`src/rtl/cpa_trend_window_monitor_defines.svh`:
```
// Assertion macros for the CPA trend window monitor.
// Needs clk_i and rst_ni in the scope of the module that uses them.
`ifndef CPA_TREND_WINDOW_MONITOR_DEFINES_SVH
`define CPA_TREND_WINDOW_MONITOR_DEFINES_SVH

// Same-cycle implication, checked outside reset.
`define CPA_TW_ASSERT_NOW(lbl, pre, post, msg) \
  lbl: assert property (@(posedge clk_i) disable iff (!rst_ni) (pre) |-> (post)) \
    else $error(msg);

// Next-cycle implication, checked outside reset.
`define CPA_TW_ASSERT_NEXT(lbl, pre, post, msg) \
  lbl: assert property (@(posedge clk_i) disable iff (!rst_ni) (pre) |=> (post)) \
    else $error(msg);

`endif

```
`src/rtl/cpa_tw_pkg.sv`:
```
`timescale 1ns / 1ps
// Shared types and constants of the CPA trend window monitor.
// No dependencies; used by cpa_tw_div and cpa_trend_window_monitor.
package cpa_tw_pkg;

  localparam int unsigned DEPTH     = 30;
  localparam int unsigned PTR_W     = $clog2(DEPTH);
  localparam int unsigned CNT_W     = $clog2(DEPTH + 1);
  localparam int unsigned Q_W       = 22;
  localparam int unsigned M_W       = 25;
  localparam int unsigned CLOSE_W   = 8;
  localparam int unsigned SLOPE_W   = 32;
  localparam int unsigned DIV_W     = 33;
  localparam int unsigned DSR_W     = 11;
  localparam int unsigned DIV_CNT_W = $clog2(DIV_W);
  localparam int unsigned CFG_W     = 32;
  localparam int unsigned CFG_A_W   = 2;
  localparam int unsigned RECIP_W   = 32;
  localparam int unsigned CONV_SH   = 34;

  localparam logic [DSR_W-1:0]   NM_METRES      = 11'd1852;
  // ceil(2^34 * 256 / 1852): metres times this, shifted down by CONV_SH, is
  // floor(metres * 256 / 1852) over the whole 25-bit range
  localparam logic [RECIP_W-1:0] NM_RECIP       = 32'd2374755136;
  localparam logic [Q_W-1:0]     EMPTY_FRAME_Q8 = 22'd2559744;
  localparam logic [CLOSE_W-1:0] MAX_CLOSE      = 8'd255;
  localparam logic [CLOSE_W-1:0] LIMIT_RESET    = 8'd2;

  localparam logic [CFG_A_W-1:0] REG_SLOPE_THR  = 2'd0;
  localparam logic [CFG_A_W-1:0] REG_NEAR_DIST  = 2'd1;
  localparam logic [CFG_A_W-1:0] REG_NEAR_LIMIT = 2'd2;

  typedef enum logic [1:0] {
    CMD_TARGET = 2'd0,
    CMD_EOF    = 2'd1,
    CMD_CLEAR  = 2'd2
  } cmd_e;

  typedef enum logic [2:0] {
    S_IDLE,
    S_CONV,
    S_WALK,
    S_DIV,
    S_OUT
  } state_e;

  typedef struct packed {
    logic             start;
    logic [DIV_W-1:0] dividend;
    logic [DSR_W-1:0] divisor;
  } div_req_t;

  typedef struct packed {
    logic             done;
    logic [DIV_W-1:0] quotient;
  } div_rsp_t;

endpackage

```
`src/rtl/cpa_trend_window_monitor.sv`:
```
`timescale 1ns / 1ps
// CPA trend window monitor: per-frame CPA minimum, 30-frame history, trend slope.
// The block is used as follows.
//   Input stream: tuser carries the command (target reading, end of frame, clear
//   history); tdata carries the target CPA in metres. Output stream: one
//   transaction per end of frame with slope, degrading flag, window max and
//   close-target count. Config: write enable, register index, data; write only
//   while the block is idle.
//   Flow: one item at a time. For a target reading the metres value is
//   registered, then scaled to Q14.8 nautical miles by a reciprocal multiply.
//   An end of frame runs a walk over the stored entries through the
//   single-port history memory, then, when at least two entries are stored,
//   the 33-step divider for the slope, then the output register load.
//   The output register decouples the sides: tready returns while a result
//   still waits; if the receiver stalls, the next end of frame holds in its
//   final step until the register frees.
//   Reset clears the history pointers, frame accumulators, configuration
//   registers and output valid; the history memory needs no clearing pass since only written entries are read.
// Depends on cpa_tw_pkg, cpa_tw_div and cpa_trend_window_monitor_defines.svh.
`include "cpa_trend_window_monitor_defines.svh"

module cpa_trend_window_monitor (
  input  logic                          clk_i,
  input  logic                          rst_ni,
  // config write port
  input  logic                          cfg_we_i,
  input  logic [cpa_tw_pkg::CFG_A_W-1:0] cfg_addr_i,
  input  logic [cpa_tw_pkg::CFG_W-1:0]   cfg_wdata_i,
  // input stream
  input  logic                          s_axis_tvalid,
  output logic                          s_axis_tready,
  input  logic [31:0]                   s_axis_tdata,  // [24:0] target_cpa_m
  input  logic [1:0]                    s_axis_tuser,  // [1:0] command
  // output stream
  output logic                          m_axis_tvalid,
  input  logic                          m_axis_tready,
  // [0] trend_degrading, [32:1] trend_slope, [54:33] window_max_nm,
  // [55] many_nearby, [63:56] close_targets
  output logic [63:0]                   m_axis_tdata
);
  import cpa_tw_pkg::*;

  // configuration
  logic signed [SLOPE_W-1:0]   thr_q;
  logic [Q_W+DSR_W-1:0]        near_m_q;
  logic [CLOSE_W-1:0]          limit_q;

  // history and frame state
  logic [Q_W-1:0]   ring_mem [DEPTH];
  logic [Q_W-1:0]   rd_data_q;
  logic [PTR_W-1:0] wp_q, wp_d;
  logic [CNT_W-1:0] fill_q, fill_d;
  logic [Q_W-1:0]   fmin_q;
  logic             fhas_q;
  logic [CLOSE_W-1:0] fclose_q;

  // end-of-frame working registers
  logic [Q_W-1:0]   newest_q, oldest_q, wmax_q;
  logic [PTR_W-1:0] oldest_idx_q;
  logic [CNT_W-1:0] walk_idx_q;
  logic [PTR_W-1:0] rd_idx_q;
  logic             rd_pend_q;
  logic             neg_q;
  logic signed [SLOPE_W-1:0] slope_q;
  logic [M_W-1:0]   conv_m_q;

  state_e state_q, state_d;

  logic             accept;
  logic             rd_en;
  logic             walk_done;
  logic             load_out;
  logic             m_valid_q;
  logic [63:0]      m_data_q;

  div_req_t div_req;
  div_rsp_t div_rsp;

  logic [DIV_W-1:0]       conv_dvd;
  logic                   close_hit;
  logic [M_W+RECIP_W-1:0] conv_prod;
  logic [Q_W-1:0]         conv_q8;
  logic [Q_W-1:0]         stored;
  logic signed [Q_W:0]    diff;
  logic [Q_W:0]           diff_abs;
  logic [SLOPE_W-1:0]     quot32;

  assign accept    = s_axis_tvalid && s_axis_tready;
  assign conv_dvd  = {s_axis_tdata[M_W-1:0], 8'd0};
  assign close_hit = conv_dvd < near_m_q;
  assign stored    = fhas_q ? fmin_q : EMPTY_FRAME_Q8;
  assign rd_en     = (state_q == S_WALK) && (walk_idx_q < fill_q);
  assign walk_done = (state_q == S_WALK) && !rd_en && !rd_pend_q;
  assign diff      = $signed({1'b0, newest_q}) - $signed({1'b0, oldest_q});
  assign diff_abs  = diff[Q_W] ? (Q_W+1)'(-diff) : diff;
  assign quot32    = div_rsp.quotient[SLOPE_W-1:0];
  // top product bit set means the Q14.8 value overflows 22 bits: saturate
  assign conv_prod = conv_m_q * NM_RECIP;
  assign conv_q8   = conv_prod[M_W+RECIP_W-1] ? {Q_W{1'b1}}
                                              : conv_prod[CONV_SH+Q_W-1:CONV_SH];

  // next state
  always_comb begin
    state_d = state_q;
    case (state_q)
      S_IDLE: begin
        if (accept) begin
          case (s_axis_tuser)
            CMD_TARGET: state_d = S_CONV;
            CMD_EOF:    state_d = S_WALK;
            default:    state_d = S_IDLE;
          endcase
        end
      end
      S_CONV: state_d = S_IDLE;
      S_WALK: begin
        if (walk_done) state_d = (fill_q >= CNT_W'(2)) ? S_DIV : S_OUT;
      end
      S_DIV:  if (div_rsp.done) state_d = S_OUT;
      S_OUT:  if (load_out) state_d = S_IDLE;
      default: state_d = S_IDLE;
    endcase
  end

  // outputs of the sequencer
  always_comb begin
    s_axis_tready    = 1'b0;
    load_out         = 1'b0;
    div_req.start    = 1'b0;
    div_req.dividend = conv_dvd;
    div_req.divisor  = NM_METRES;
    case (state_q)
      S_IDLE: begin
        s_axis_tready = 1'b1;
      end
      S_WALK: begin
        div_req.start    = walk_done && (fill_q >= CNT_W'(2));
        div_req.dividend = {{(DIV_W-Q_W-8){1'b0}}, diff_abs[Q_W-1:0], 8'd0};
        div_req.divisor  = DSR_W'(fill_q - 1'b1);
      end
      S_OUT:   load_out = !m_valid_q || m_axis_tready;
      default: ;
    endcase
  end

  always_ff @(posedge clk_i or negedge rst_ni) begin
    if (!rst_ni) begin
      state_q <= S_IDLE;
    end else begin
      state_q <= state_d;
    end
  end

  // configuration registers
  always_ff @(posedge clk_i or negedge rst_ni) begin
    if (!rst_ni) begin
      thr_q    <= '0;
      near_m_q <= '0;
      limit_q  <= LIMIT_RESET;
    end else if (cfg_we_i) begin
      case (cfg_addr_i)
        REG_SLOPE_THR:  thr_q    <= cfg_wdata_i;
        REG_NEAR_DIST:  near_m_q <= cfg_wdata_i[Q_W-1:0] * NM_METRES;
        REG_NEAR_LIMIT: limit_q  <= cfg_wdata_i[CLOSE_W-1:0];
        default: ;
      endcase
    end
  end

  // history pointers
  always_comb begin
    wp_d   = wp_q;
    fill_d = fill_q;
    if (accept && (s_axis_tuser == CMD_CLEAR)) begin
      wp_d   = '0;
      fill_d = '0;
    end else if (accept && (s_axis_tuser == CMD_EOF)) begin
      wp_d = (wp_q == PTR_W'(DEPTH - 1)) ? '0 : wp_q + 1'b1;
      if (fill_q < CNT_W'(DEPTH)) fill_d = fill_q + 1'b1;
    end
  end

  always_ff @(posedge clk_i or negedge rst_ni) begin
    if (!rst_ni) begin
      wp_q   <= '0;
      fill_q <= '0;
    end else begin
      wp_q   <= wp_d;
      fill_q <= fill_d;
    end
  end

  // history memory, one write or one read per cycle
  always_ff @(posedge clk_i) begin
    if (accept && (s_axis_tuser == CMD_EOF)) ring_mem[wp_q] <= stored;
    if (rd_en) rd_data_q <= ring_mem[walk_idx_q[PTR_W-1:0]];
  end

  // frame accumulators
  always_ff @(posedge clk_i or negedge rst_ni) begin
    if (!rst_ni) begin
      fmin_q   <= '0;
      fhas_q   <= 1'b0;
      fclose_q <= '0;
    end else if (load_out) begin
      fmin_q   <= '0;
      fhas_q   <= 1'b0;
      fclose_q <= '0;
    end else if (state_q == S_CONV) begin
      if (!fhas_q || conv_q8 < fmin_q) fmin_q <= conv_q8;
      fhas_q <= 1'b1;
    end else if (accept && (s_axis_tuser == CMD_TARGET)) begin
      if (close_hit && fclose_q != MAX_CLOSE) fclose_q <= fclose_q + 1'b1;
    end
  end

  // walk over the stored entries: window max and oldest entry
  always_ff @(posedge clk_i or negedge rst_ni) begin
    if (!rst_ni) begin
      walk_idx_q <= '0;
      rd_pend_q  <= 1'b0;
    end else begin
      rd_pend_q <= rd_en;
      if (accept) walk_idx_q <= '0;
      else if (rd_en) walk_idx_q <= walk_idx_q + 1'b1;
    end
  end

  always_ff @(posedge clk_i) begin
    if (accept && (s_axis_tuser == CMD_TARGET)) conv_m_q <= s_axis_tdata[M_W-1:0];
    if (accept && (s_axis_tuser == CMD_EOF)) begin
      newest_q     <= stored;
      oldest_idx_q <= (fill_d < CNT_W'(DEPTH)) ? '0 : wp_d;
      wmax_q       <= '0;
      slope_q      <= '0;
    end
    if (rd_en) rd_idx_q <= walk_idx_q[PTR_W-1:0];
    if (rd_pend_q) begin
      if (rd_data_q > wmax_q) wmax_q <= rd_data_q;
      if (rd_idx_q == oldest_idx_q) oldest_q <= rd_data_q;
    end
    if (div_req.start && state_q == S_WALK) neg_q <= diff[Q_W];
    // negate the magnitude for a truncate-toward-zero quotient
    if (state_q == S_DIV && div_rsp.done) slope_q <= neg_q ? -quot32 : quot32;
  end

  cpa_tw_div u_div (
    .clk_i  (clk_i),
    .rst_ni (rst_ni),
    .req_i  (div_req),
    .rsp_o  (div_rsp)
  );

  // output register
  always_ff @(posedge clk_i or negedge rst_ni) begin
    if (!rst_ni) begin
      m_valid_q <= 1'b0;
    end else if (load_out) begin
      m_valid_q <= 1'b1;
    end else if (m_axis_tready) begin
      m_valid_q <= 1'b0;
    end
  end

  always_ff @(posedge clk_i) begin
    if (load_out) begin
      m_data_q <= {fclose_q, (fclose_q >= limit_q), wmax_q, slope_q, (slope_q < thr_q)};
    end
  end

  assign m_axis_tvalid = m_valid_q;
  assign m_axis_tdata  = m_data_q;

  `CPA_TW_ASSERT_NEXT(a_eof_busy, accept && (s_axis_tuser == CMD_EOF), !s_axis_tready, "ready right after end of frame")
  `CPA_TW_ASSERT_NOW(a_fill_range, 1'b1, (fill_q <= CNT_W'(DEPTH)) && (wp_q < PTR_W'(DEPTH)), "history pointer out of range")
  `CPA_TW_ASSERT_NOW(a_div_done_state, div_rsp.done, state_q == S_DIV, "divider finished outside the slope step")

endmodule

```
`src/rtl/cpa_tw_div.sv`:
```
`timescale 1ns / 1ps
// Unsigned restoring divider, one quotient bit per cycle.
// Depends on cpa_tw_pkg for widths and the request/response structs.
module cpa_tw_div (
  input  logic                clk_i,
  input  logic                rst_ni,
  input  cpa_tw_pkg::div_req_t req_i,
  output cpa_tw_pkg::div_rsp_t rsp_o
);
  import cpa_tw_pkg::*;

  logic                 busy_q, busy_d;
  logic                 done_q, done_d;
  logic [DIV_CNT_W-1:0] cnt_q, cnt_d;
  logic [DIV_W-1:0]     dvd_q, dvd_d;
  logic [DSR_W-1:0]     rem_q, rem_d;
  logic [DSR_W-1:0]     dsr_q, dsr_d;
  logic [DSR_W:0]       rem_sh;
  logic [DSR_W:0]       rem_sub;
  logic                 ge;

  assign rem_sh  = {rem_q, dvd_q[DIV_W-1]};
  assign ge      = rem_sh >= {1'b0, dsr_q};
  assign rem_sub = rem_sh - {1'b0, dsr_q};

  always_comb begin
    busy_d = busy_q;
    done_d = 1'b0;
    cnt_d  = cnt_q;
    dvd_d  = dvd_q;
    rem_d  = rem_q;
    dsr_d  = dsr_q;
    if (req_i.start) begin
      busy_d = 1'b1;
      cnt_d  = DIV_CNT_W'(DIV_W - 1);
      dvd_d  = req_i.dividend;
      rem_d  = '0;
      dsr_d  = req_i.divisor;
    end else if (busy_q) begin
      // shift in one quotient bit, keep the partial remainder below the divisor
      dvd_d = {dvd_q[DIV_W-2:0], ge};
      rem_d = ge ? rem_sub[DSR_W-1:0] : rem_sh[DSR_W-1:0];
      cnt_d = cnt_q - 1'b1;
      if (cnt_q == '0) begin
        busy_d = 1'b0;
        done_d = 1'b1;
      end
    end
  end

  always_ff @(posedge clk_i or negedge rst_ni) begin
    if (!rst_ni) begin
      busy_q <= 1'b0;
      done_q <= 1'b0;
      cnt_q  <= '0;
    end else begin
      busy_q <= busy_d;
      done_q <= done_d;
      cnt_q  <= cnt_d;
    end
  end

  always_ff @(posedge clk_i) begin
    dvd_q <= dvd_d;
    rem_q <= rem_d;
    dsr_q <= dsr_d;
  end

  assign rsp_o.done     = done_q;
  assign rsp_o.quotient = dvd_q;

endmodule
```
`config.mk`:
```
export PLATFORM = sky130hd
export DESIGN_NAME = cpa_trend_window_monitor
export DESIGN_NICKNAME = d
export VERILOG_FILES = /design/src/rtl/cpa_tw_pkg.sv /design/src/rtl/cpa_trend_window_monitor.sv /design/src/rtl/cpa_tw_div.sv
export VERILOG_INCLUDE_DIRS = /design/src /design/src/rtl
export SDC_FILE = /design/constraint.sdc
export NUM_CORES = 2
export LEC_CHECK = 0
export BUFFER_PORTS_ARGS = -buffer_cell sky130_fd_sc_hd__buf_2
export CORE_MARGIN = 8
export CORE_UTILIZATION = 23
export DETAILED_ROUTE_END_ITERATION = 10
export SETUP_SLACK_MARGIN = 0.02
export SLEW_MARGIN = 40
export SYNTH_ARGS = -nofsm -noshare
export SYNTH_HDL_FRONTEND = slang
export SYNTH_HIERARCHICAL = 1
export SYNTH_SLANG_ARGS = --single-unit
```
`constraint.sdc`:
```
create_clock -name clk_i -period 8.95 [get_ports clk_i]
set_clock_uncertainty 0.05 [all_clocks]
set_input_delay 2.685 -clock clk_i [delete_from_list [all_inputs] [get_ports clk_i]]
set_output_delay 2.685 -clock clk_i [all_outputs]
set_load 0.01 [all_outputs]
```
==> results.json <==
{
  "outcome": "completed",
  "hold_viol_final": 0,
  "io_pins": 139,
  "r2r-start": "conv_m_q[14]",
  "drt_wl_total_mm": 150,
  "syn_area_um2": 60200,
  "chipHeight_um": 528,
  "fillers": 26600,
  "end_kind": "register",
  "drv_slew": 0,
  "track_usage_pct": 10.5,
  "num_rows": 188,
  "drc": 0,
  "die_area_um2": 278000,
  "gp_congestion": 0.901,
  "core_area_um2": 261000,
  "dp_slack_ns": 0.0863,
  "wl_per_cell_um": 18.3,
  "syn_to_final_growth_pct": 16.3,
  "whs_ns": 0.407,
  "cp_max_fo": 9,
  "grt_pass1_vias": 36500,
  "hp-class": "reg2reg",
  "htreeDepth": 3,
  "drt_iter0_drc": 2637,
  "cts_tree": "done",
  "grt_setup_unrepaired": "true",
  "post-synth-top-count-cell": "edfxtp_1",
  "worstPathRequired_ns": 9.49,
  "clk_pin_slew_ns": 0.06,
  "hpwlAfterDp_mm": 111,
  "slew_headroom_pct": 40.4,
  "tightest_slew_ns": 0.894,
  "min-delay-start": "slope_q[0]",
  "synth-main-ff-cell": "edfxtp_1",
  "final.min_clock_period_ns": 8.52,
  "slowest_stage": "fa_1",
  "die_w_um": 528,
  "setup_viol_count_final": 0,
  "synth_edf_count": 902,
  "synth_area_leaders": "edfxtp_1 45%, ha_1 10%, fa_1 10%",
  "vias": 35300,
  "critPathArrivalTime_ns": 9.06,
  "worst_slack_ns": 0.428,
  "synth_top_cell_by_area": "edfxtp_1",
  "cp_common_cell": "fa_1",
  "path_class": "reg2reg",
  "antenna_found_initial": 8,
  "cts_made_buffers": 108,
  "synth_warnings": 6,
  "nNetsFinal": 5481,
  "reg2reg_depth": 33,
  "holdPathStages": 0,
  "placed_area_um2": 66000,
  "grt_pass1_wl_mm": 228,
  "avgSynthCellArea_um2": 13.9,
  "root_buffer": "clkbuf_16",
  "period_share_pct": 95.2,
  "holdPathEnd": "m_axis_tdata[1]",
  "overflow": 0,
  "drv_cap": 0,
  "synthArstFlopShare_pct": 12.2,
  "cts_buffer_depth": 3,
  "dr.pass1.iters": 5,
  "fmax_mhz": 117,
  "yosysSeqAreaShare_pct": 51.5,
  "viasPerCell": 4.30,
  "drive_above_1_share_pct": 18.8,
  "synth.distinct_cells": 98,
  "grt_max_degree": 125,
  "cp-start-kind": "register",
  "synthTopCellsByCount": "902 x edfxtp_1, 617 x inv_1, 494 x ha_1",
  "drtAntennaViolNets": 0,
  "r2r_slack_ns": 0.43,
  "clock_latency_ns": 0.72,
  "initial_core_util_pct": 23.0,
  "r2r-end": "fmin_q[2]",
  "yosys_register_bits": 1065,
  "clock-sinks": 1065,
  "synthCells": 4334,
  "synth_top_area_share_pct": 45.0,
  "fin_area_um2": 70000,
  "portBuffers": 131,
  "max_stage_delay_ns": 0.54
}
## how the worst max path moves through the flow
| stage | from | to | slack [ns] |
|---|---|---|---|
| global placement | conv_m_q[8] | fmin_q[4] | 0.07 |
| finish | conv_m_q[14] | fmin_q[2] | 0.43 |
| global route | conv_m_q[14] | fmin_q[20] | -0.02 |
| detailed placement | conv_m_q[23] | fmin_q[2] | 0.09 |
| CTS | conv_m_q[23] | fmin_q[2] | 0.09 |
| floorplan | conv_m_q[13] | fmin_q[21] | 0.40 |
## per-layer routing
layer  vias to the layer above  global-route usage, %  share of wire (%)
li1                      16100                      -                  -
met1                     18100                   14.4                 46
met2                       807                   17.7                 48
met3                       189                   1.51                4.4
met4                         2                   2.17                2.2
met5                         -                      0             0.0087
## registers in the layout, summed over array words and instances (netlist names), 6 cells and up
signal	flops
oldest_q	22
limit_q	8
u_div/dsr_q	11
fmin_q	22
u_div/rem_q	11
m_axis_tdata	64
ring_mem	660
conv_m_q	25
u_div/dvd_q	33
u_div/cnt_q	6
near_m_q	31
rd_data_q	22
fclose_q	8
newest_q	22
thr_q	32
wmax_q	22
slope_q	32
## critical path, delay by kind of cell, from the launching register on
family | cells | cell delay (ns)
flops | 1 | 0.43
fa+ha+maj | 9 | 4.16
xor+xnor | 1 | 0.16
buf+inv | 10 | 1.11
compound gates | 9 | 1.99
simple gates | 4 | 0.50
## stage by stage
step	TNS, ns	std cells	util, %
2_1_floorplan	0	4341	-
5_1_grt	-0.109	8205	26.8
3_5_place_dp	0	7991	25.3
3_3_place_gp	0	7990	25.2
4_1_cts	0	8185	26.6
6_report	0	8206	26.8
## cell families (layout without fill, tap and decap cells)
logic type                 after synthesis  count (layout)  synth area share, %
and+or+nand+nor                        703             703                 5.57
muxes                                  315             315                 9.54
adders and majority gates              802             802                 20.5
DFF                                   1065            1065                 51.5
AOI/OAI and AO/OA                      558             558                 6.09
other                                    1               9              0.00623
buffers and inverters                  748            1097                 4.73
xor gates and xnor gates               142             142                 2.07
## final cells by class
cell class                      instances  area, µm²  area share [%]
Sequential cell                      1065      31000            44.3
Timing Repair Buffer                  284       1950            2.78
Tap cell                             3515       4400            6.28
Clock buffer                          134       2850            4.07
Clock inverter                         60        694           0.991
Antenna cell                            1       2.50         0.00357
Inverter                              619       2330            3.32
Multi-Input combinational cell       2528      26800            38.3
## cells in the final DEF, fill, tap and decap left out, types with 124 or more instances in the layout
cell type / n
buf_2: 131
buf_4: 137
mux4_2: 198
o21ai_0: 154
dfrtp_1: 124
nand2_1: 242
edfxtp_1: 902
fa_1: 304
inv_1: 614
ha_1: 486
nor2_1: 143
## timing repair
action,4_1_cts,5_1_grt
pin swaps,0,22
gates cloned,0,2
hold buffers,0,0
endpoints found under the setup margin,7,22
buffers inserted,0,16
gates resized for setup,1,58
Power is not shown: default switching activity piles up to over one toggle a cycle in this logic, so the estimate is an artifact.
